### src/rtl/cfbv_pkg.sv
// Shared constants and types for the framed blob CRC-32 validator.
`default_nettype none
package cfbv_pkg;

    localparam int ITEM_BYTES   = 20;
    localparam int HEADER_BYTES = 8;
    localparam int TAIL_BYTES   = 4;
    localparam int MIN_BYTES    = HEADER_BYTES + TAIL_BYTES;

    localparam int CNT_W   = 17;
    localparam int COUNT_W = 16;
    localparam int EXP_W   = COUNT_W + $clog2(ITEM_BYTES + 1) + 1;
    localparam int CFG_W   = 32;
    localparam int OUT_W   = 24;

    localparam logic [CNT_W-1:0] CNT_MAX  = {CNT_W{1'b1}};
    localparam logic [31:0]      CRC_INIT = 32'hFFFF_FFFF;
    localparam logic [31:0]      CRC_POLY = 32'hEDB8_8320;

    typedef enum logic [1:0] {
        ST_OK      = 2'd0,
        ST_SHORT   = 2'd1,
        ST_CORRUPT = 2'd2,
        ST_CRC     = 2'd3
    } t_status;

    typedef enum logic [0:0] {
        REG_MAGIC   = 1'd0,
        REG_VERSION = 1'd1
    } t_reg_idx;

    typedef struct packed {
        t_status              status;
        logic [COUNT_W-1:0]   entry_count;
    } t_result;

endpackage
`default_nettype wire

### src/rtl/cfbv_crc_step.sv
// One byte of reflected CRC-32, unrolled into XOR logic.
`default_nettype none
module cfbv_crc_step
    import cfbv_pkg::*;
(
    input  wire logic [31:0] i_crc,
    input  wire logic [7:0]  i_byte,
    output logic      [31:0] o_crc
);

    always_comb begin
        logic [31:0] c;
        c = i_crc ^ {24'd0, i_byte};
        for (int k = 0; k < 8; k++) begin
            c = c[0] ? ((c >> 1) ^ CRC_POLY) : (c >> 1);
        end
        o_crc = c;
    end

endmodule
`default_nettype wire

### src/rtl/cfbv_frame_chk.sv
// Per-blob stream state: byte counter, header capture, tail window, CRC and final checks.
`default_nettype none
module cfbv_frame_chk
    import cfbv_pkg::*;
(
    input  wire logic               i_clk,
    input  wire logic               i_rst_n,
    input  wire logic               i_en,
    input  wire logic [7:0]         i_byte,
    input  wire logic               i_last,
    input  wire logic [31:0]        i_magic,
    input  wire logic [15:0]        i_version,
    output t_result                 o_result
);

    logic [CNT_W-1:0] r_cnt, n_cnt;
    logic [31:0]      r_crc, n_crc, w_crc_fed;
    logic [31:0]      r_tail, n_tail;
    logic [63:0]      r_hdr, n_hdr;
    logic [EXP_W-1:0] w_expected;
    logic             w_len_bad;

    cfbv_crc_step u_crc (
        .i_crc  (r_crc),
        .i_byte (r_tail[7:0]),
        .o_crc  (w_crc_fed)
    );

    always_comb begin
        n_hdr = r_hdr;
        for (int i = 0; i < HEADER_BYTES; i++) begin
            if (r_cnt == CNT_W'(i)) begin
                n_hdr[8*i +: 8] = i_byte;
            end
        end
        n_crc  = (r_cnt >= CNT_W'(TAIL_BYTES)) ? w_crc_fed : r_crc;
        n_tail = {i_byte, r_tail[31:8]};
        n_cnt  = (r_cnt == CNT_MAX) ? r_cnt : r_cnt + 1'b1;

        w_expected = EXP_W'(MIN_BYTES) + EXP_W'(n_hdr[63:48]) * EXP_W'(ITEM_BYTES);
        w_len_bad  = (n_cnt == CNT_MAX) || (EXP_W'(n_cnt) != w_expected);

        o_result.entry_count = n_hdr[63:48];
        if (n_cnt < CNT_W'(MIN_BYTES)) begin
            o_result.status = ST_SHORT;
        end else if (n_hdr[31:0] != i_magic) begin
            o_result.status = ST_CORRUPT;
        end else if (n_hdr[47:32] != i_version) begin
            o_result.status = ST_CORRUPT;
        end else if (w_len_bad) begin
            o_result.status = ST_CORRUPT;
        end else if ((n_crc ^ CRC_INIT) != n_tail) begin
            o_result.status = ST_CRC;
        end else begin
            o_result.status = ST_OK;
        end
    end

    always_ff @(posedge i_clk) begin
        if (!i_rst_n) begin
            r_cnt  <= '0;
            r_crc  <= CRC_INIT;
            r_tail <= '0;
            r_hdr  <= '0;
        end else if (i_en) begin
            if (i_last) begin
                r_cnt  <= '0;
                r_crc  <= CRC_INIT;
                r_tail <= '0;
                r_hdr  <= '0;
            end else begin
                r_cnt  <= n_cnt;
                r_crc  <= n_crc;
                r_tail <= n_tail;
                r_hdr  <= n_hdr;
            end
        end
    end

`ifndef SYNTHESIS
    a_clear_after_last: assert property (@(posedge i_clk) disable iff (!i_rst_n)
        (i_en && i_last) |=> (r_cnt == '0 && r_hdr == '0 && r_tail == '0))
        else $error("stream state not cleared after last byte");

    a_crc_idle_early: assert property (@(posedge i_clk) disable iff (!i_rst_n)
        (r_cnt < CNT_W'(TAIL_BYTES)) |-> (r_crc == CRC_INIT))
        else $error("crc advanced before tail window filled");

    a_hold_when_idle: assert property (@(posedge i_clk) disable iff (!i_rst_n)
        !i_en |=> ($stable(r_cnt) && $stable(r_crc) && $stable(r_tail)))
        else $error("stream state moved without an item");
`endif

endmodule
`default_nettype wire

### src/rtl/crc32_framed_blob_validator_core.sv
// Top level: input register, blob checker, result register and config registers.
//
//  channel | dir | handshake              | payload
//  s       | in  | i_s_tvalid/o_s_tready  | i_s_tdata = data_byte, i_s_tlast = is_last
//  m       | out | o_m_tvalid/i_m_tready  | o_m_tdata = status, entry_count
//  cfg     | in  | i_cfg_we               | i_cfg_idx, i_cfg_data
//
// One byte per cycle sustained while no result waits on i_m_tready; o_m_tvalid is registered
// and rises once the last byte has passed from the input register through the checker.
// The byte-wide CRC step and the length/CRC compares sit between the input and result
// registers. Synchronous active-low reset clears the stream state and both valid flags.
// A result waiting on i_m_tready holds a filled input register and the checker until taken.
`default_nettype none
module crc32_framed_blob_validator_core
    import cfbv_pkg::*;
(
    input  wire logic              i_clk,
    input  wire logic              i_rst_n,
    input  wire logic              i_s_tvalid,
    output logic                   o_s_tready,
    input  wire logic [7:0]        i_s_tdata,   // [7:0] data_byte
    input  wire logic              i_s_tlast,
    output logic                   o_m_tvalid,
    input  wire logic              i_m_tready,
    output logic [OUT_W-1:0]       o_m_tdata,   // [1:0] status, [17:2] entry_count
    input  wire logic              i_cfg_we,
    input  wire t_reg_idx          i_cfg_idx,
    input  wire logic [CFG_W-1:0]  i_cfg_data
);

    logic        r_in_valid;
    logic [7:0]  r_in_byte;
    logic        r_in_last;
    logic        r_out_valid;
    t_result     r_out_result;
    logic [31:0] r_magic;
    logic [15:0] r_version;
    logic        w_advance;
    logic        w_proc;
    t_result     w_result;

    assign w_advance  = !r_out_valid || i_m_tready;
    assign w_proc     = r_in_valid && w_advance;
    assign o_s_tready = !r_in_valid || w_advance;

    cfbv_frame_chk u_chk (
        .i_clk     (i_clk),
        .i_rst_n   (i_rst_n),
        .i_en      (w_proc),
        .i_byte    (r_in_byte),
        .i_last    (r_in_last),
        .i_magic   (r_magic),
        .i_version (r_version),
        .o_result  (w_result)
    );

    always_ff @(posedge i_clk) begin
        if (!i_rst_n) begin
            r_in_valid  <= 1'b0;
            r_out_valid <= 1'b0;
            r_magic     <= '0;
            r_version   <= '0;
        end else begin
            if (o_s_tready) begin
                r_in_valid <= i_s_tvalid;
            end
            if (w_advance) begin
                r_out_valid <= w_proc && r_in_last;
            end
            if (i_cfg_we) begin
                case (i_cfg_idx)
                    REG_MAGIC:   r_magic   <= i_cfg_data[31:0];
                    REG_VERSION: r_version <= i_cfg_data[15:0];
                    default: ;
                endcase
            end
        end
    end

    always_ff @(posedge i_clk) begin
        if (i_s_tvalid && o_s_tready) begin
            r_in_byte <= i_s_tdata;
            r_in_last <= i_s_tlast;
        end
        if (w_proc && r_in_last) begin
            r_out_result <= w_result;
        end
    end

    assign o_m_tvalid = r_out_valid;
    assign o_m_tdata  = {6'd0, r_out_result.entry_count, r_out_result.status};

`ifndef SYNTHESIS
    a_stall_cause: assert property (@(posedge i_clk) disable iff (!i_rst_n)
        !o_s_tready |-> (r_in_valid && r_out_valid && !i_m_tready))
        else $error("input stalled without a blocked result");

    a_result_source: assert property (@(posedge i_clk) disable iff (!i_rst_n)
        $rose(o_m_tvalid) |-> $past(w_proc && r_in_last))
        else $error("result raised without a processed last byte");
`endif

endmodule
`default_nettype wire

### config.mk
export PLATFORM = sky130hd
export DESIGN_NAME = crc32_framed_blob_validator_core
export DESIGN_NICKNAME = d
export VERILOG_FILES = /design/src/rtl/cfbv_pkg.sv /design/src/rtl/cfbv_crc_step.sv /design/src/rtl/cfbv_frame_chk.sv /design/src/rtl/crc32_framed_blob_validator_core.sv
export SDC_FILE = /design/constraint.sdc
export NUM_CORES = 1
export LEC_CHECK = 0
export ABC_AREA = 1
export BUFFER_PORTS_ARGS = -buffer_cell sky130_fd_sc_hd__buf_2
export CAP_MARGIN = 15
export CORE_ASPECT_RATIO = 1.75
export CORE_UTILIZATION = 48
export DETAILED_ROUTE_END_ITERATION = 7
export MAX_ROUTING_LAYER = met4
export PLACE_DENSITY = 0.77
export SLEW_MARGIN = 20
export SYNTH_ARGS = -nofsm -noshare
export SYNTH_HDL_FRONTEND = slang
export SYNTH_SLANG_ARGS = --single-unit
### constraint.sdc
create_clock -name i_clk -period 5.4 [get_ports i_clk]
set_input_delay 1.08 -clock i_clk [delete_from_list [all_inputs] [get_ports i_clk]]
set_output_delay 1.08 -clock i_clk [all_outputs]
set_load 0.01 [all_outputs]
Word level (Yosys, flattened, before mapping)
Cells that the tools add are included.

word-level totals
  flip-flop bits (word level) = 222
  bits of input ports = 47
  output and inout port bits = 26
  word-level logic and storage cells = 78

operators by class
  add/subtract/negate cells = 2
  $mul = 1
  order comparisons = 2
  eq/ne operators = 13
  muxes and demuxes = 26
  bitwise logic cells = 11
  reductions and logical operators = 11

operators by type and width
  kind                                                          number
  two-way mux 32 bit                                            11
  inverter 13 -> 14 bit                                         8
  equality test 17 x 3 -> 1 bit (second input constant)         4
  two-way mux 64 bit                                            1
  two-way mux 8 bit                                             8
  != test 32 bit                                                2
  equality test 17 bit (second input constant)                  2
  equality test 17 x 2 -> 1 bit (second input constant)         2
  two-way mux 17 bit                                            2
  inverter 32 bit                                               1
  XOR 32 x 8 -> 32 bit                                          1
  adder 4 x 21 -> 22 bit (first input constant)                 1
  != test 17 x 22 -> 1 bit                                      1
  multiplier 16 x 3 -> 19 bit (second input constant)           1
  adder 17 x 1 -> 17 bit (second input constant)                1
  equality test 17 x 1 -> 1 bit (second input constant)         1
  >= comparator 17 x 3 -> 1 bit (second input constant)         1
  logical NOT 17 bit                                            1
  less-than comparator 17 x 4 -> 1 bit (second input constant)  1
  != test 16 bit                                                1
  two-way mux 2 bit                                             4
  AND reduction 2 bit                                           2
  logical AND 1 bit                                             3
  logical OR 1 bit                                              3
  other kinds (2)                                               3

Longest topological paths before layout
Gate-level depths: netlist (run 1).

  depth after elaboration = 24
  gate-level depth with buffers = 37

Hierarchy
Synthesis (run 1) repeated with hierarchy kept, for this count alone.

second synthesis, totals
  cells, all modules = 2,107
  area, all modules = 14,132.3 um2

modules (own cells, without submodules)
  module                            instances  cells each  area each (um2)  seq. area each (um2)
  cfbv_frame_chk                    1          1,553       9,955.8          2,902.8
  crc32_framed_blob_validator_core  1          331         2,910.3          1,811.7
  cfbv_crc_step                     1          223         1,266.2          0.0

Worst setup path before layout (run 1)
Ideal clock, no wire load.

  path type = register -> register
  start point = register u_chk.r_cnt[0]
  end point = register r_out_result (netlist bit o_m_tdata[1]) (data pin)
  setup time = 0.273 ns
  data arrival time = 3.968 ns
  data required time = 5.127 ns
  slack = 1.159 ns
  stages on the path, launching flop included = 31
  cells stage by stage = dfxtp_1 inv_1 ha_1 inv_1 nor2_1 nand2_1 nor2_2 nand2_1 clkbuf_1 inv_1 a21oi_1 ha_1 ha_1 inv_1 fa_1 inv_1 nand2_1 nor2_1 nand3_1 inv_1 nand2_1 nor2_1 nand3_1 nand3_1 nand2_1 nor2_1 inv_1 nor2_1 nand2_1 nor2_1 nor2_1

on the way
  cells in the longest elaborated chain, start to end = 9

ends and longest elaborated chain
  element                        RTL line                                source
  start: declaration             cfbv_frame_chk.sv:16                    logic [CNT_W-1:0] r_cnt, n_cnt;
  start signal: assignment       cfbv_frame_chk.sv:72                    r_cnt <= n_cnt;
  equality test 17 x 3 -> 1 bit  cfbv_frame_chk.sv:32                    if (r_cnt == CNT_W'(i)) begin
  two-way mux 8 bit              cfbv_frame_chk.sv:32
  net u_chk.n_hdr[51]            cfbv_frame_chk.sv:19                    logic [63:0] r_hdr, n_hdr;
  multiplier 16 x 3 -> 19 bit    cfbv_frame_chk.sv:40                    w_expected = EXP_W'(MIN_BYTES) + EXP_W'(n_hdr[63:48]) * EXP_W'(ITEM_BYTES);
  adder 4 x 21 -> 22 bit         cfbv_frame_chk.sv:40
  != test 17 x 22 -> 1 bit       cfbv_frame_chk.sv:41                    w_len_bad = (n_cnt == CNT_MAX) || (EXP_W'(n_cnt) != w_expected);
  logical OR 1 bit               cfbv_frame_chk.sv:41
  two-way mux 2 bit              cfbv_frame_chk.sv:50                    end else if (w_len_bad) begin
  two-way mux 2 bit              cfbv_frame_chk.sv:48                    end else if (n_hdr[47:32] != i_version) begin
  two-way mux 2 bit              cfbv_frame_chk.sv:46                    end else if (n_hdr[31:0] != i_magic) begin
  end signal: assignment         crc32_framed_blob_validator_core.sv:86  r_out_result <= w_result;
  end: declaration               crc32_framed_blob_validator_core.sv:35  t_result r_out_result;

The timed path passes the listed nets, and every way through them passes these cells.
A chain may end at the register's enable or synchronous reset.

Worst setup path after layout (run 1)
  start point = register u_chk.r_cnt[13]
  end point = register r_out_result (netlist bit o_m_tdata[1]) (data pin)

The elaborated chain is that of the path after synthesis.

==> results.py, run 1 <==
metrics = {
    "run_status": {
        "status": "finished clean",
    },
    "clock_network": {
        "numCtsBuffers": 22,
        "clk_pin_slew_ns": 0.06,
        "htree_num_levels": 1,
        "clock-sinks": 222,
        "root_buffer": "clkbuf_16",
        "post-cts-setup-buffer-count": 0,
        "postCtsResizedCells": 0,
        "clk_latency_ns": 0.54,
        "postCtsHoldBufs": 0,
        "cts_max_path_buffers": 3,
        "cts_tree": "yes",
    },
    "pwr": {
        "pwr-share-seq_pct": 44.2,
        "intPower_uw": 2880,
        "sw_frac_of_total_pct": 27.8,
        "p_clk_share_pct": 42.5,
        "p_leak_uw": 0.00745,
        "p_per_area_nw_per_um2": 253,
        "peakVddDrop_mv": 0.254,
        "power_switching_uw": 1110,
        "combPwrFrac_pct": 13.3,
    },
    "finish": {
        "drive_above_1_share_pct": 6.92,
        "area_delta_synth_final_pct": 9.47,
        "final_common_cell": "nand2_1",
        "fin_cells": 2794,
        "nets": 2470,
        "fill_cells": 2954,
        "mostFrequentLayoutCells": "nand2_1, inv_1, dfxtp_1, a21oi_1, nand3_1",
        "antenna_cells": 0,
    },
    "floorplanning": {
        "die_h_um": 231,
        "initial_core_util_pct": 48.9,
        "fp.dieW_um": 133,
        "rows": 83,
        "die_area_sq_um": 30700,
        "core_area_sq_um": 29400,
        "ioPinCount": 73,
    },
    "routing": {
        "drc_errors": 0,
        "wl_per_cell_um": 16.8,
        "num_vias": 15120,
        "drtIter0Drc": 1044,
        "via_per_inst": 5.41,
        "ant_nets": 0,
        "first_pass_iters": 5,
        "wirelength_mm": 47.0,
    },
    "worst_setup_path": {
        "cp-end-kind": "flip-flop",
        "start_kind": "flip-flop",
        "critPathRequiredTime_ns": 5.64,
        "arrival_ns": 5.08,
        "critPathKind": "flip-flop to flip-flop",
        "slowest_stage": "fa_1",
        "cp_max_fo": 13,
        "cpPeakStageDelay_ns": 0.40,
    },
    "synth": {
        "synthesis.area_sq_um": 14400,
        "yosysWarnings": 0,
        "yosysUniqueCellTypes": 41,
        "synth_area_leader_cell": "dfxtp_1",
        "ys_seq_elements": 222,
        "synth_top_cell_area_share_pct": 27.1,
        "postSynthAreaPerCell_sq_um": 6.05,
        "syn-instance-count": 2376,
        "synth_area_leaders": "dfxtp_1, nand2_1, inv_1, a21oi_1, edfxtp_1",
        "ys_seq_area_share_pct": 32.8,
    },
    "sta": {
        "timing.final.ws_setup_ns": 0.558,
        "worst_clock_skew_ns": 0.0210,
        "period_needed_ns": 4.84,
        "finalSetupViolCount": 0,
        "max_slew_margin_pct": 29.1,
        "grt_setup_unrepaired": "no",
        "fin_tns_setup_ns": 0,
        "worstMarginPinSlew_ns": 1.04,
        "final.period_utilization_pct": 89.7,
        "fmax_mhz": 207,
        "hold_viol_final": 0,
        "maxSlewViolCount": 0,
    },
    "place": {
        "dpl.hpwl_mm": 34.7,
        "portBuffers": 66,
        "routabilityCongestion": 1.04,
        "dp_cells": 2754,
        "pre_cts_ws_ns": 0.434,
    },
    "global_routing": {
        "grt_pass1_vias": 14000,
        "grt_start_max_net_pins": 90,
        "antenna_found_initial": 0,
        "grt_usage_pct": 31.4,
        "grt_pass1_wl_mm": 73.0,
        "grt_overflow": 0,
    },
    "job": {
        "maxCapViolations": 0,
    },
    "worst_hold_path": {
        "hold_path.class": "flip-flop to flip-flop",
    },
}
flip-flops by register name (all words and copies together), names as in the netlist:
name / cells
o_m_tdata: 18
r_in_byte: 8
u_chk.r_crc: 32
r_magic: 32
o_m_tvalid: 1
u_chk.r_tail: 32
u_chk.r_cnt: 17
r_in_last: 1
u_chk.r_hdr: 64
r_in_valid: 1
r_version: 16
worst max-delay path: cells and delay by family, from the launching register on:
family | cells | cell delay, ns
flip-flops | 1 | 0.37
AND/OR/NAND/NOR | 20 | 2.53
adder cells (fa/ha/maj) | 3 | 0.84
AO/OA/AOI/OAI | 1 | 0.33
buffers and inverters | 5 | 0.45
synthesized netlist by cell type (all sizes together):
| library cell | number |
|---|---|
| nand4 | 23 |
| edfxtp | 27 |
| a2111oi | 1 |
| conb | 1 |
| nand2 | 980 |
| o21ai | 143 |
| nor4 | 1 |
| nand3 | 164 |
| xnor2 | 10 |
| nand3b | 8 |
| a21oi | 190 |
| xor2 | 44 |
| o211ai | 18 |
| a211oi | 1 |
| clkinv | 2 |
| nor2 | 161 |
| o21bai | 2 |
| fa | 1 |
| inv | 266 |
| ha | 26 |
| nor3 | 11 |
| clkbuf | 64 |
| o22ai | 1 |
| dfxtp | 195 |
| a21o | 1 |
| or2 | 3 |
| buf | 30 |
| a21boi | 2 |
cell families (layout without fill, tap and decap cells):
logic type / count (synthesis) / count (layout) / synth area share [%]
flip-flops: 222 / 222 / 32.8
AND/OR/NAND/NOR: 1351 / 1351 / 38.2
other: 1 / 6 / 0.0261
buffers and inverters: 362 / 393 / 10.0
AO/OA/AOI/OAI: 359 / 359 / 13.2
XOR/XNOR: 54 / 54 / 3.29
adder cells (fa/ha/maj): 27 / 27 / 2.40
path summary, 6_finish.rpt:
check	slack, ns	startpoint	depth (start not counted)	end
min	0.46	u_chk.r_hdr[58]	2	u_chk.r_hdr[58]
min reg2reg	0.46	u_chk.r_hdr[58]	2	u_chk.r_hdr[58]
max reg2reg	0.56	u_chk.r_cnt[13]	29	o_m_tdata[1]
max	0.56	u_chk.r_cnt[13]	29	o_m_tdata[1]
power groups by stage:
stage / clock [uW] / sequential (uW) / combinational (uW)
after floorplan: 0 / 1780 / 369
after global placement: 0 / 1790 / 516
after detailed placement: 0 / 1800 / 523
after CTS: 1710 / 1760 / 525
after global routing: 1780 / 1760 / 591
final: 1690 / 1760 / 532
per-layer routing:
| metal | wire length, um | global-route usage [%] | up-vias |
|---|---|---|---|
| li1 | - | - | 7553 |
| met4 | 3450 | 21.5 | 0 |
| met1 | 17200 | 31.9 | 6887 |
| met2 | 23900 | 56.0 | 520 |
| met5 | 0 | - | - |
| met3 | 2470 | 3.58 | 160 |
through the flow:
step | hold WS, ns | util [%] | power (uW) | cell area, sq um
3_3_place_gp | 0.451 | 50.9 | 2310 | 15000
6_report | 0.463 | 53.6 | 3990 | 15700
2_1_floorplan | 0.439 | - | 2150 | 14400
3_5_place_dp | 0.455 | 50.9 | 2320 | 15000
4_1_cts | 0.466 | 53.6 | 4000 | 15700
5_1_grt | 0.483 | 53.6 | 4130 | 15700
final cells by class:
class	instances	area (sq um)	area share (%)
multi-input cells	1797	8260	52.5
flip-flops and latches	222	4710	29.9
inverters	268	1010	6.41
clock buffers	30	621	3.94
repair buffers	85	498	3.16
well taps	382	478	3.04
clock inverters	10	164	1.04
(Power assumes the default switching activity.)
==> inputs of run 2 (changes only) <==
--- a/config.mk
+++ b/config.mk
@@ -9,11 +9,13 @@
 export BUFFER_PORTS_ARGS = -buffer_cell sky130_fd_sc_hd__buf_2
 export CAP_MARGIN = 15
 export CORE_ASPECT_RATIO = 1.75
-export CORE_UTILIZATION = 48
+export CORE_UTILIZATION = 26
 export DETAILED_ROUTE_END_ITERATION = 7
 export MAX_ROUTING_LAYER = met4
-export PLACE_DENSITY = 0.77
+export PLACE_DENSITY = 0.52
+export SKIP_LAST_GASP = 1
 export SLEW_MARGIN = 20
 export SYNTH_ARGS = -nofsm -noshare
 export SYNTH_HDL_FRONTEND = slang
+export SYNTH_HIERARCHICAL = 1
 export SYNTH_SLANG_ARGS = --single-unit
==> results.py, run 2 <==
metrics = {
    "clock_network": {
        "htree_num_levels": 1,
        "postCtsResizedCells": 0,
        "clk_latency_ns": 0.55,
        "post-cts-setup-buffer-count": 0,
        "root_buffer": "clkbuf_16",
        "cts_max_path_buffers": 3,
        "postCtsHoldBufs": 0,
        "clock-sinks": 222,
        "numCtsBuffers": 26,
        "clk_pin_slew_ns": 0.06,
        "cts_tree": "yes",
    },
    "synth": {
        "synthArstFlopShare_pct": 0,
        "synthesis.area_sq_um": 14100,
        "postSynthAreaPerCell_sq_um": 6.71,
        "synth_area_leader_cell": "dfxtp_1",
        "ys_top_cells_by_count": "nand2_1, dfxtp_1, inv_1, nor2_1, a21oi_1",
        "synth_top_cell_area_share_pct": 27.6,
        "yosysWarnings": 6,
        "yosysUniqueCellTypes": 53,
        "synth_edf_count": 27,
        "yosysMostFrequentCell": "nand2_1",
        "synth_flop_cell": "dfxtp_1",
        "ys_seq_area_share_pct": 33.4,
        "ys_seq_elements": 222,
        "synth_area_leaders": "dfxtp_1, nand2_1, xor2_1, a21oi_1, edfxtp_1",
        "syn-instance-count": 2107,
    },
    "global_routing": {
        "grt_start_max_net_pins": 75,
        "antenna_found_initial": 0,
        "grt_pass1_vias": 12925,
        "grt_usage_pct": 16.7,
        "grt_overflow": 0,
        "grt_pass1_wl_mm": 70.0,
    },
    "sta": {
        "worst_clock_skew_ns": 0.0121,
        "max_slew_margin_pct": 31.2,
        "fmax_mhz": 202,
        "period_needed_ns": 4.96,
        "grt_setup_unrepaired": "no",
        "timing.final.ws_setup_ns": 0.437,
        "hold_viol_final": 0,
        "fin_tns_setup_ns": 0,
        "hold_slack_ns": 0.465,
        "maxSlewViolCount": 0,
        "finalSetupViolCount": 0,
        "worstMarginPinSlew_ns": 1.03,
        "final.period_utilization_pct": 91.9,
    },
    "finish": {
        "drive_above_1_share_pct": 11.7,
        "area_delta_synth_final_pct": 13.4,
        "regMostFlops": "u_chk/r_hdr",
        "fin_util_pct": 30.0,
        "mostFrequentLayoutCells": "nand2_1, dfxtp_1, inv_1, nor2_1, a21oi_1",
        "multiInputGateArea_sq_um": 8290,
        "largest_reg_flops": 64,
        "seq_area_sq_um": 4710,
        "antenna_cells": 0,
        "nets": 2219,
        "stdcell_area_sq_um": 16000,
        "fill_cells": 5910,
        "final_common_cell": "nand2_1",
    },
    "place": {
        "pre_cts_ws_ns": 0.442,
        "dpl.hpwl_mm": 33.5,
        "portBuffers": 66,
        "placed_cell_area_sq_um": 15200,
        "routabilityCongestion": 0.935,
    },
    "routing": {
        "first_pass_iters": 5,
        "drtIter0Drc": 869,
        "drc_errors": 0,
        "num_vias": 13421,
        "wirelength_mm": 44.9,
        "via_per_inst": 4.71,
        "ant_nets": 0,
        "wl_per_cell_um": 15.8,
    },
    "floorplanning": {
        "die_area_sq_um": 55300,
        "initial_core_util_pct": 26.4,
        "core_area_sq_um": 53500,
        "rows": 112,
        "die_h_um": 310,
        "ioPinCount": 73,
        "fp.dieW_um": 178,
    },
    "worst_setup_path": {
        "cpPeakStageDelay_ns": 0.65,
        "start_kind": "flip-flop",
        "slowest_stage": "o21ai_0",
        "cp_max_fo": 10,
        "arrival_ns": 5.24,
        "cpMostUsedCell": "nand2_1",
        "rr_startpoint": "u_chk/r_cnt[0]",
        "cp-end-kind": "flip-flop",
        "critPathRequiredTime_ns": 5.67,
        "startpoint": "u_chk/r_cnt[0]",
        "critPathKind": "flip-flop to flip-flop",
    },
    "run_status": {
        "status": "finished clean",
    },
    "pwr": {
        "p_per_area_nw_per_um2": 256,
        "p_leak_uw": 0.00686,
        "peakVddDrop_mv": 0.169,
    },
    "worst_hold_path": {
        "hold_path.class": "flip-flop to flip-flop",
        "min-delay-start": "u_chk/r_hdr[28]",
    },
    "job": {
        "maxCapViolations": 0,
    },
}
==> run 2: cell types whose count changed after synthesis, sizes merged, moves of 6 or more <==
| cell | delta |
|---|---|
| a21oi | -20 |
| a2bb2oi | +13 |
| buf | +6 |
| clkbuf | -9 |
| inv | -73 |
| mux2 | +7 |
| nand2 | -259 |
| nand3 | -13 |
| nor2 | +35 |
| nor3 | +11 |
| o211ai | -16 |
| o21ai | -54 |
| xnor2 | +38 |
| xor2 | +55 |
==> run 2: through the flow <==
step                total power [uW]  cells
finish                          4110   2848
global route                    4280   2848
CTS                             4170   2848
detailed placement              2320   2801
global placement                2320   2801
floorplan                       2160   2112
==> run 2: power breakdown <==
part / internal [uW] / switching, uW
registers: 1720 / 40.9
clock network: 1100 / 730
logic: 174 / 350
==> run 2: critical path: cells and delay by family, from the launching register on <==
family / cells / cell delay [ns]
compound gates: 3 / 0.92
fa+ha+maj: 3 / 0.91
buf+inv: 2 / 0.13
flops: 1 / 0.43
simple gates: 17 / 2.30
==> run 2: logic make-up (layout without fill, tap and decap cells) <==
| family | after synthesis | count (layout) | share of synthesized area [%] |
|---|---|---|---|
| AO/OA/AOI/OAI | 286 | 286 | 10.9 |
| XOR/XNOR | 148 | 148 | 9.43 |
| adder cells (fa/ha/maj) | 27 | 27 | 2.44 |
| buffers and inverters | 286 | 338 | 8.22 |
| flip-flops | 222 | 222 | 33.4 |
| multiplexers | 7 | 7 | 0.558 |
| other | 1 | 6 | 0.0265 |
| AND/OR/NAND/NOR | 1130 | 1130 | 35.1 |
==> run 2: final timing paths <==
kind | depth (start not counted) | slack [ns] | endpoint
setup / recovery | 25 | 0.44 | o_m_tdata[1]
hold / removal | 2 | 0.46 | u_chk/r_hdr[28]
setup reg to reg | 25 | 0.44 | o_m_tdata[1]
hold reg to reg | 2 | 0.46 | u_chk/r_hdr[28]
==> run 2: layout make-up <==
class,count,share of cell area (%)
clock inverter,13,0.882
inverter,195,4.61
timing repair buffer,96,3.46
tap,684,5.34
clock buffer,34,4.59
sequential,222,29.4
multi-input combinational,1604,51.7
==> run 2: routing by layer <==
metal,vias to the layer above,share of wire (%),wire [um],global-route usage [%]
met4,0,4.7,2100,7.51
met2,310,54,24300,32.2
li1,6765,-,-,-
met1,6241,38,17000,16.8
met5,-,0,0,-
met3,105,3.3,1470,1.33
==> inputs of run 3 (changes only) <==
--- a/config.mk
+++ b/config.mk
@@ -13,6 +13,7 @@
 export DETAILED_ROUTE_END_ITERATION = 7
 export MAX_ROUTING_LAYER = met4
 export PLACE_DENSITY = 0.52
+export RECOVER_POWER = 100
 export SKIP_LAST_GASP = 1
 export SLEW_MARGIN = 20
 export SYNTH_ARGS = -nofsm -noshare
==> results.py, run 3 (synthesized netlist as in run 2, its figures left out) <==
metrics = {
    "clock_network": {
        "cts_tree": "yes",
        "clk_latency_ns": 0.55,
        "root_buffer": "clkbuf_16",
        "postCtsResizedCells": 0,
        "postCtsHoldBufs": 0,
        "post-cts-setup-buffer-count": 0,
        "clock-sinks": 222,
        "cts_max_path_buffers": 3,
        "clk_pin_slew_ns": 0.06,
        "htree_num_levels": 1,
        "numCtsBuffers": 26,
    },
    "routing": {
        "via_per_inst": 4.72,
        "wirelength_mm": 45.0,
        "num_vias": 13430,
        "ant_nets": 0,
        "wl_per_cell_um": 15.8,
        "first_pass_iters": 5,
        "drc_errors": 0,
        "drtIter0Drc": 869,
    },
    "worst_setup_path": {
        "rr_worst_depth": 25,
        "r2r-end": "o_m_tdata[1]",
        "critPathRequiredTime_ns": 5.67,
        "rr_startpoint": "u_chk/r_cnt[0]",
        "arrival_ns": 5.23,
        "cp-end-kind": "flip-flop",
        "rrSetupSlack_ns": 0.45,
        "start_kind": "flip-flop",
        "critPathKind": "flip-flop to flip-flop",
        "cp_max_fo": 10,
    },
    "finish": {
        "nets": 2219,
        "final_common_cell": "nand2_1",
        "drive_above_1_share_pct": 10.2,
        "multiInputGateArea_sq_um": 8270,
        "seq_area_sq_um": 4710,
        "area_delta_synth_final_pct": 12.9,
        "stdcell_area_sq_um": 16000,
        "largest_reg_flops": 64,
        "regMostFlops": "u_chk/r_hdr",
        "fin_cells": 2848,
        "fill_cells": 5933,
        "antenna_cells": 0,
        "mostFrequentLayoutCells": "nand2_1, dfxtp_1, inv_1, nor2_1, a21oi_1",
    },
    "sta": {
        "fmax_mhz": 202,
        "worstMarginPinSlew_ns": 2.55,
        "worst_clock_skew_ns": 0.0131,
        "max_slew_margin_pct": -70.5,
        "final.period_utilization_pct": 91.7,
        "hold_viol_final": 0,
        "fin_tns_setup_ns": 0,
        "hold_slack_ns": 0.465,
        "finalSetupViolCount": 0,
        "grt_setup_unrepaired": "no",
        "maxSlewViolCount": 230,
        "timing.final.ws_setup_ns": 0.449,
        "period_needed_ns": 4.95,
    },
    "global_routing": {
        "grt_start_max_net_pins": 75,
        "grt_usage_pct": 16.7,
        "grt_pass1_vias": 12925,
        "grt_overflow": 0,
        "grt_pass1_wl_mm": 70.0,
        "antenna_found_initial": 0,
    },
    "floorplanning": {
        "die_area_sq_um": 55300,
        "initial_core_util_pct": 26.4,
        "ioPinCount": 73,
        "core_area_sq_um": 53500,
        "fp.dieW_um": 178,
        "die_h_um": 310,
        "rows": 112,
    },
    "place": {
        "portBuffers": 66,
        "dp_cells": 2801,
        "dpl.hpwl_mm": 33.5,
        "pre_cts_ws_ns": 0.442,
        "placed_cell_area_sq_um": 15200,
        "routabilityCongestion": 0.935,
    },
    "job": {
        "maxCapViolations": 5,
    },
    "pwr": {
        "pwr-share-seq_pct": 42.8,
        "power_switching_uw": 1120,
        "p_clk_share_pct": 44.5,
        "p_per_area_nw_per_um2": 258,
        "intPower_uw": 2990,
        "combPwrFrac_pct": 12.7,
        "sw_frac_of_total_pct": 27.2,
        "p_leak_uw": 0.00677,
        "peakVddDrop_mv": 0.169,
    },
    "worst_hold_path": {
        "min_to": "u_chk/r_hdr[26]",
        "min-delay-start": "u_chk/r_hdr[26]",
        "hold_depth": 2,
        "hold_path.class": "flip-flop to flip-flop",
    },
    "run_status": {
        "violations": "max-capacitance violations, max-slew violations",
        "status": "finished, violations left",
    },
}
==> run 3: cell count changes in the layout (fill, tap and decap cells not counted), moves of 2 or more <==
cell and delta:
nor2_4 -2, buf_4 -7, buf_2 -21, clkbuf_1 +27
nor2_1 +2
==> run 3: worst max-delay path by stage <==
stage | depth (start not counted) | end | from
2_1_floorplan | 26 | o_m_tdata[1] | u_chk/r_cnt[0]
3_3_place_gp | 29 | o_m_tdata[1] | u_chk/r_cnt[0]
3_5_place_dp | 29 | o_m_tdata[1] | u_chk/r_cnt[0]
4_1_cts | 29 | o_m_tdata[1] | u_chk/r_cnt[0]
5_1_grt | 29 | o_m_tdata[1] | u_chk/r_cnt[0]
6_report | 25 | o_m_tdata[1] | u_chk/r_cnt[0]
==> run 3: layer usage <==
metal	vias to the layer above	part of all wire [%]	global-route usage [%]
li1	6762	-	-
met1	6237	38	16.8
met2	321	54	32.2
met3	110	3.4	1.33
met4	0	4.6	7.51
met5	-	0	-
==> run 3: critical path, stage by stage, from the launching register on <==
cell	delay (ns)
dfxtp_1	0.43
ha_1	0.22
inv_1	0.07
nor4_1	0.20
nand4_1	0.47
o21ai_0	0.62
ha_1	0.34
ha_1	0.34
nand2_1	0.12
inv_1	0.05
a21oi_1	0.18
nand3_1	0.13
nand2_1	0.08
nand2_1	0.11
nor2_1	0.30
nand2_1	0.09
nor2_1	0.14
nand2_1	0.07
nand2_1	0.08
nand2_1	0.05
nand2_1	0.05
nand2_1	0.05
nor2_1	0.12
nand3_1	0.10
nor2_1	0.16
a21oi_1	0.08
==> run 3: final cells by class <==
| cell class | count | area share [%] |
|---|---|---|
| clock buffers | 34 | 4.61 |
| clock inverters | 13 | 0.886 |
| inverters | 195 | 4.62 |
| multi-input cells | 1604 | 51.8 |
| flip-flops and latches | 222 | 29.5 |
| well taps | 684 | 5.36 |
| repair buffers | 96 | 3.16 |
==> run 3: power groups by stage <==
stage	logic, uW	clock network [uW]	registers (uW)
floorplan	370	0	1790
detailed placement	525	0	1800
CTS	528	1880	1760
global placement	521	0	1790
global route	577	1940	1770
finish	522	1830	1760
==> run 3: stage by stage <==
step	total power (uW)	utilization, %
detailed placement	2320	28.3
finish	4110	29.8
floorplan	2160	-
global route	4280	29.8
CTS	4170	30.0
global placement	2320	28.3
